## config.mk

```make
export PLATFORM = sky130hd
export DESIGN_NAME = strict_decimal_to_int32_parser_unit
export DESIGN_NICKNAME = d
export VERILOG_FILES = /design/src/design/sdp_pkg.sv /design/src/design/sdp_in_reg.sv /design/src/design/sdp_parse_core.sv /design/src/design/sdp_out_reg.sv /design/src/design/strict_decimal_to_int32_parser_unit.sv
export SDC_FILE = /design/constraint.sdc
export NUM_CORES = 1
export LEC_CHECK = 0
export BUFFER_PORTS_ARGS = -buffer_cell sky130_fd_sc_hd__buf_2
export CAP_MARGIN = 20
export CORE_MARGIN = 4
export CORE_UTILIZATION = 56
export CTS_BUF_LIST = sky130_fd_sc_hd__clkbuf_4 sky130_fd_sc_hd__clkbuf_8 sky130_fd_sc_hd__clkbuf_16
export CTS_CLUSTER_DIAMETER = 40
export DETAILED_ROUTE_END_ITERATION = 16
export GPL_TIMING_DRIVEN = 0
export PLACE_DENSITY = 0.82
export SETUP_SLACK_MARGIN = 0.1
export SLEW_MARGIN = 0
export SYNTH_ARGS = -nofsm -noshare
export SYNTH_HDL_FRONTEND = slang
export SYNTH_SLANG_ARGS = --single-unit
```

## constraint.sdc

```tcl
create_clock -name clk -period 5.1 [get_ports clk]
set_input_delay 0.255 -clock clk [delete_from_list [all_inputs] [get_ports clk]]
set_output_delay 0.255 -clock clk [all_outputs]
set_load 0.005 [all_outputs]
```

## src/design/sdp_pkg.sv

```systemverilog
// ----------------------------------------------------------------------------
// sdp_pkg
// Shared constants, status codes and types of the strict decimal parser.
// ----------------------------------------------------------------------------
`default_nettype none

package sdp_pkg;

  localparam int VALUE_BITS_DEF = 32;
  localparam int OUT_BITS       = 32;

  localparam logic [7:0] CH_ZERO  = 8'h30;
  localparam logic [7:0] CH_NINE  = 8'h39;
  localparam logic [7:0] CH_PLUS  = 8'h2B;
  localparam logic [7:0] CH_MINUS = 8'h2D;

  typedef enum logic [1:0] {
    ST_OK       = 2'd0,
    ST_FORMAT   = 2'd1,
    ST_OVERFLOW = 2'd2
  } status_t;

  typedef struct packed {
    logic    negative;
    logic    sign_seen;
    logic    digit_seen;
    status_t err;
  } flags_t;

  typedef struct packed {
    logic       valid;
    logic       eos;
    logic [7:0] char_code;
  } req_t;

endpackage

`default_nettype wire

```

## src/design/sdp_in_reg.sv

```systemverilog
// ----------------------------------------------------------------------------
// sdp_in_reg
// Input register stage: captures one request per cycle, holds it when stalled.
// ----------------------------------------------------------------------------
`default_nettype none

module sdp_in_reg (
  input  logic          clk,
  input  logic          rst_n,
  input  logic          in_valid,
  input  logic [7:0]    in_char_code,
  input  logic          in_end_of_string,
  output logic          in_stall,
  input  logic          advance,
  output sdp_pkg::req_t req
);
  import sdp_pkg::*;

  logic       valid_r, valid_nxt;
  logic       eos_r;
  logic [7:0] char_r;

  assign in_stall  = valid_r && !advance;
  assign valid_nxt = in_stall ? valid_r : in_valid;

  always_ff @(posedge clk) begin
    if (!rst_n) begin
      valid_r <= 1'b0;
    end else begin
      valid_r <= valid_nxt;
    end
  end

  always_ff @(posedge clk) begin
    if (in_valid && !in_stall) begin
      eos_r  <= in_end_of_string;
      char_r <= in_char_code;
    end
  end

  assign req.valid     = valid_r;
  assign req.eos       = eos_r;
  assign req.char_code = char_r;

endmodule

`default_nettype wire

```

## src/design/sdp_parse_core.sv

```systemverilog
// ----------------------------------------------------------------------------
// sdp_parse_core
// Parse state and single-step update: sign, digit accumulate, range check.
// ----------------------------------------------------------------------------
`default_nettype none

module sdp_parse_core #(
  parameter int VALUE_BITS = sdp_pkg::VALUE_BITS_DEF
) (
  input  logic                                  clk,
  input  logic                                  rst_n,
  input  logic                                  take,
  input  sdp_pkg::req_t                         req,
  output logic signed [sdp_pkg::OUT_BITS-1:0]   res_value,
  output sdp_pkg::status_t                      res_status
);
  import sdp_pkg::*;

  localparam int EXT = VALUE_BITS + 4;

  logic [VALUE_BITS-1:0] acc_r, acc_nxt;
  flags_t                flags_r, flags_nxt;

  logic                  is_digit, is_sign;
  logic [3:0]            digit;
  logic [EXT-1:0]        acc_ext, sum, limit;
  logic                  ovf;
  logic [VALUE_BITS-1:0] signed_val;
  logic [OUT_BITS-1:0]   out_val;

  assign is_digit = (req.char_code >= CH_ZERO) && (req.char_code <= CH_NINE);
  assign is_sign  = (req.char_code == CH_PLUS) || (req.char_code == CH_MINUS);
  assign digit    = 4'(req.char_code - CH_ZERO);
  assign acc_ext  = EXT'(acc_r);
  assign sum      = (acc_ext << 3) + (acc_ext << 1) + EXT'(digit);
  assign limit    = (EXT'(1) << (VALUE_BITS - 1)) - EXT'(!flags_r.negative);
  assign ovf      = sum > limit;

  always_comb begin
    acc_nxt   = acc_r;
    flags_nxt = flags_r;
    if (take) begin
      if (req.eos) begin
        acc_nxt   = '0;
        flags_nxt = '{negative: 1'b0, sign_seen: 1'b0, digit_seen: 1'b0, err: ST_OK};
      end else if (flags_r.err == ST_OK) begin
        if (is_sign) begin
          if (flags_r.sign_seen || flags_r.digit_seen) begin
            flags_nxt.err = ST_FORMAT;
          end else begin
            flags_nxt.sign_seen = 1'b1;
            flags_nxt.negative  = (req.char_code == CH_MINUS);
          end
        end else if (is_digit) begin
          flags_nxt.digit_seen = 1'b1;
          if (ovf) begin
            flags_nxt.err = ST_OVERFLOW;
          end else begin
            acc_nxt = sum[VALUE_BITS-1:0];
          end
        end else begin
          flags_nxt.err = ST_FORMAT;
        end
      end
    end
  end

  always_ff @(posedge clk) begin
    if (!rst_n) begin
      acc_r   <= '0;
      flags_r <= '{negative: 1'b0, sign_seen: 1'b0, digit_seen: 1'b0, err: ST_OK};
    end else begin
      acc_r   <= acc_nxt;
      flags_r <= flags_nxt;
    end
  end

  assign signed_val = flags_r.negative ? (~acc_r + 1'b1) : acc_r;

  generate
    if (VALUE_BITS >= OUT_BITS) begin : g_trunc
      assign out_val = signed_val[OUT_BITS-1:0];
    end else begin : g_sext
      assign out_val = {{(OUT_BITS-VALUE_BITS){signed_val[VALUE_BITS-1]}}, signed_val};
    end
  endgenerate

  always_comb begin
    res_status = flags_r.err;
    if (flags_r.err == ST_OK && !flags_r.digit_seen) begin
      res_status = ST_FORMAT;
    end
    res_value = (res_status == ST_OK) ? signed'(out_val) : '0;
  end

endmodule

`default_nettype wire

```

## src/design/sdp_out_reg.sv

```systemverilog
// ----------------------------------------------------------------------------
// sdp_out_reg
// Result register: holds a finished result until the receiver takes it.
// ----------------------------------------------------------------------------
`default_nettype none

module sdp_out_reg (
  input  logic                                clk,
  input  logic                                rst_n,
  input  logic                                load,
  input  logic signed [sdp_pkg::OUT_BITS-1:0] res_value,
  input  sdp_pkg::status_t                    res_status,
  output logic                                out_free,
  input  logic                                out_stall,
  output logic                                out_valid,
  output logic signed [sdp_pkg::OUT_BITS-1:0] out_value,
  output logic [1:0]                          out_status
);
  import sdp_pkg::*;

  logic                       valid_r, valid_nxt;
  logic signed [OUT_BITS-1:0] value_r;
  status_t                    status_r;

  assign out_free  = !valid_r || !out_stall;
  assign valid_nxt = load ? 1'b1 : (out_free ? 1'b0 : valid_r);

  always_ff @(posedge clk) begin
    if (!rst_n) begin
      valid_r <= 1'b0;
    end else begin
      valid_r <= valid_nxt;
    end
  end

  always_ff @(posedge clk) begin
    if (load) begin
      value_r  <= res_value;
      status_r <= res_status;
    end
  end

  assign out_valid  = valid_r;
  assign out_value  = value_r;
  assign out_status = status_r;

endmodule

`default_nettype wire

```

## src/design/strict_decimal_to_int32_parser_unit.sv

```systemverilog
// ----------------------------------------------------------------------------
// strict_decimal_to_int32_parser_unit
// Streaming strict decimal text to signed integer parser.
// ----------------------------------------------------------------------------
// Takes one request per cycle: a text byte, or a terminator. Bytes build a
// signed value (one leading sign, then decimal digits, checked against the
// signed VALUE_BITS range); the terminator returns the value and a status
// (ok, format error, overflow; first error wins, value 0 on error) and clears
// the parse state. Throughput is one request per clock unless a terminator
// waits on a stalled result; the multiply-by-ten, add and limit compare that
// update the accumulator are combinational. A result is loaded into the result
// register from the input register and held there until taken. While an earlier
// result is still stalled, a terminator waits in the input register and the input stalls behind it.
// ----------------------------------------------------------------------------
`default_nettype none

module strict_decimal_to_int32_parser_unit #(
  parameter int VALUE_BITS = sdp_pkg::VALUE_BITS_DEF
) (
  input  logic                                clk,
  input  logic                                rst_n,
  input  logic                                in_valid,
  input  logic [7:0]                          in_char_code,
  input  logic                                in_end_of_string,
  output logic                                in_stall,
  output logic                                out_valid,
  input  logic                                out_stall,
  output logic signed [sdp_pkg::OUT_BITS-1:0] out_value,
  output logic [1:0]                          out_status
);
  import sdp_pkg::*;

  req_t                       req;
  logic                       advance, load, out_free;
  logic signed [OUT_BITS-1:0] res_value;
  status_t                    res_status;

  // advance characters freely; a terminator waits for room in the result register
  assign advance = req.valid && (!req.eos || out_free);
  assign load    = advance && req.eos;

  sdp_in_reg u_in_reg (
    .clk              (clk),
    .rst_n            (rst_n),
    .in_valid         (in_valid),
    .in_char_code     (in_char_code),
    .in_end_of_string (in_end_of_string),
    .in_stall         (in_stall),
    .advance          (advance),
    .req              (req)
  );

  sdp_parse_core #(
    .VALUE_BITS (VALUE_BITS)
  ) u_core (
    .clk        (clk),
    .rst_n      (rst_n),
    .take       (advance),
    .req        (req),
    .res_value  (res_value),
    .res_status (res_status)
  );

  sdp_out_reg u_out_reg (
    .clk        (clk),
    .rst_n      (rst_n),
    .load       (load),
    .res_value  (res_value),
    .res_status (res_status),
    .out_free   (out_free),
    .out_stall  (out_stall),
    .out_valid  (out_valid),
    .out_value  (out_value),
    .out_status (out_status)
  );

endmodule

`default_nettype wire

```

==> impl_metrics.json <==
{
  "h-tree-depth": 3,
  "ys.flop_type": "edfxtp_1",
  "pre_cts_ws_ps": -618,
  "vias": 5499,
  "hold_violations": 0,
  "core_mm2": 0.0110,
  "synth_warnings": 0,
  "place_congestion": 0.962,
  "min_period_ps": 5390,
  "rr_worst_depth": 20,
  "grt_pass1_wl_um": 25400,
  "synth_area_mm2": 0.00634,
  "clkPwrFrac_pct": 47.7,
  "fillCellCount": 825,
  "worstSetupEndpoint": "u_core.acc_r[21]",
  "root_buffer": "clkbuf_16",
  "layout.nets": 857,
  "synth_cells": 663,
  "combPwrFrac_pct": 4.2,
  "clk_pin_slew_ps": 60,
  "worstPathRequired_ps": 5330,
  "cts.sinks": 82,
  "fmax_ghz": 0.186,
  "synthArstFlopShare_pct": 0,
  "maxCapViolations": 0,
  "synth_top_cell_area_share_pct": 20.4,
  "synth_edf_count": 43,
  "holdWs_ps": 86.7,
  "power_switching_uw": 306,
  "violations": "setup timing",
  "crit_fanout": 10,
  "grt_max_degree": 26,
  "dieArea_mm2": 0.0131,
  "crit_arrival_ps": 5620,
  "cts_buffer_depth": 2,
  "fin_area_mm2": 0.00750,
  "crit_type": "reg2reg",
  "r2r-start": "u_core.acc_r[2]",
  "synth.area.top_cells": "edfxtp_1 (20%), ha_1 (19%), dfxtp_1 (12%)",
  "area_growth_pct": 18.3,
  "ys_seq_area_share_pct": 32.7,
  "grt.total_usage_pct": 24.1,
  "viasPerCell": 6.17,
  "fp.dieW_um": 114,
  "hpwl_um": 11500,
  "slew_violations": 0,
  "antenna_found_initial": 0,
  "finClkSkew_ps": 5.83,
  "yosysTopAreaCell": "edfxtp_1",
  "r2r_end": "u_core.acc_r[21]",
  "routedWlPerCell_um": 17.7,
  "regToRegSetupSlack_ps": -290,
  "io_pins": 49,
  "firstDrtPassIters": 5,
  "port_buffers": 48,
  "diodes": 0,
  "utilization_pct": 68.3,
  "numCtsBuffers": 9,
  "rsz0062_at_grt": "yes",
  "clock_latency_ps": 340,
  "drtIter0Drc": 392,
  "rows": 38,
  "cts_tree": "done",
  "worstMarginPinSlew_ps": 750,
  "status": "finished with violations",
  "dp.cells": 853,
  "power_density_mw_per_mm2": 197,
  "drc": 0,
  "finalWorstSetupSlack_ps": -286,
  "wirelength_um": 15800,
  "cell_internal_pwr_mw": 1.17,
  "yosysMostFrequentCell": "ha_1",
  "sequentialPowerShare_pct": 48.2,
  "syn_avg_cell_area_um2": 9.56,
  "postRouteAntennaNets": 0,
  "crit_start": "u_core.acc_r[2]",
  "fin_cells": 891,
  "grt_pass1_vias": 5348,
  "gr-total-overflow": 0,
  "placed_area_mm2": 0.00682,
  "synth_seq_cells": 82,
  "synth_commonest_cells": "ha_1 (96), nor2_1 (54), a21oi_1 (52)",
  "start_util_pct": 57.7,
  "hold_path_class": "in2reg",
  "drive_gt1_share_pct": 17.2,
  "sw_frac_of_total_pct": 20.7,
  "setup_viol": 33,
  "critPathCaptureType": "flop",
  "ir_worst_vdd_uv": 154,
  "relSlewSlack_pct": 50.0,
  "hold_buffers": 0,
  "synth_nets": 774,
  "critPathLaunchType": "flop",
  "synth_cell_type_count": 66,
  "fin_crit_sh_pct": 106,
  "p_leak_nw": 3.53,
  "die_h_um": 114
}
-- critical path, cell delays in order (launching register included) --
cell,delay [ps]
dfxtp_2,420
fa_2,510
fa_2,370
a211o_1,300
a211o_1,330
a41o_1,260
o21a_4,250
a211oi_4,300
o21bai_1,140
a21oi_2,190
xnor2_2,130
ha_4,180
a21oi_2,150
o21ai_2,80
a2111o_1,280
o211ai_1,200
o2111ai_1,140
a31o_1,230
o311a_4,380
buf_6,170
a22o_1,230
-- state kept, by name (all words and copies together) (netlist names) --
register,flops
u_out_reg.out_status,2
u_core.acc_r,32
u_in_reg.valid_r,1
u_out_reg.out_value,32
u_out_reg.out_valid,1
u_in_reg.char_r,8
u_in_reg.eos_r,1
u_core.flags_r,5
-- layout by cell type, fill, tap and decap left out, types with 10 or more instances in the layout --
cell       netlist  layout
o31ai_1         10      10
clkbuf_1        20      20
o21ai_0         34      31
inv_1           12      12
nand3_1         10      10
nand4_1         11      11
nor2_1          54      54
a22o_1          32      32
a21o_1          12      11
xor2_1          43      42
dfxtp_1         39      35
a21oi_1         52      50
clkbuf_16        0      10
nand2_1         51      51
ha_1            96      92
buf_4            0      23
xnor2_1         15      13
edfxtp_1        43      43
buf_2            3      48
-- metrics by stage --
stage	total power, mW	TNS [ps]
2_1_floorplan	0.753	0
3_3_place_gp	0.773	-15650
3_5_place_dp	0.778	-18900
4_1_cts	1.48	-8160
5_1_grt	1.52	-15630
6_report	1.47	-8690
-- worst min path at each step --
stage | from | to | slack (ps) | depth (start not counted)
CTS | in_char_code[4] | u_in_reg.char_r[4] | 80 | 1
finish | in_char_code[5] | u_in_reg.char_r[5] | 90 | 1
global placement | in_char_code[0] | u_in_reg.char_r[0] | 430 | 1
floorplan | in_char_code[0] | u_in_reg.char_r[0] | 350 | 0
global route | in_char_code[3] | u_in_reg.char_r[3] | 80 | 1
detailed placement | in_char_code[5] | u_in_reg.char_r[5] | 430 | 1
-- cells by family after synthesis --
kind of cell,after synthesis,synth area share (%)
compound gates,208,23.0
simple gates,176,13.7
fa+ha+maj,98,19.6
flops,82,32.7
xor+xnor,58,8.01
buf+inv,39,2.72
mux,2,0.316
-- layout make-up --
cell class	count	area, um2	share of cell area (%)
plain buffers	27	146	1.95
flip-flops and latches	82	2080	27.7
inverters	12	45.0	0.601
multi-input cells	542	4250	56.7
clock buffers	10	233	3.10
clock inverters	6	90.1	1.20
repair buffers	72	478	6.38
well taps	140	175	2.34
-- per-layer routing --
layer | global-route usage, % | up-vias | share of wire [%]
met5 | 0 | - | 0
met2 | 41.7 | 183 | 49
met4 | 8.87 | 0 | 2.3
met1 | 30.7 | 2598 | 42
li1 | - | 2692 | -
met3 | 3.22 | 26 | 6.2
-- power groups by stage --
stage	registers, mW	clock network, mW	logic [mW]
finish	0.711	0.703	0.0614
global route	0.711	0.744	0.0667
CTS	0.711	0.708	0.0568
detailed placement	0.726	0	0.0522
global placement	0.725	0	0.0481
floorplan	0.726	0	0.0271
-- what timing repair did --
action,CTS,global route
resized for setup,22,12
setup endpoints to repair,33,33
cloned,0,1
pin swaps,20,8
setup buffers,16,5
(Power assumes the default switching activity.)
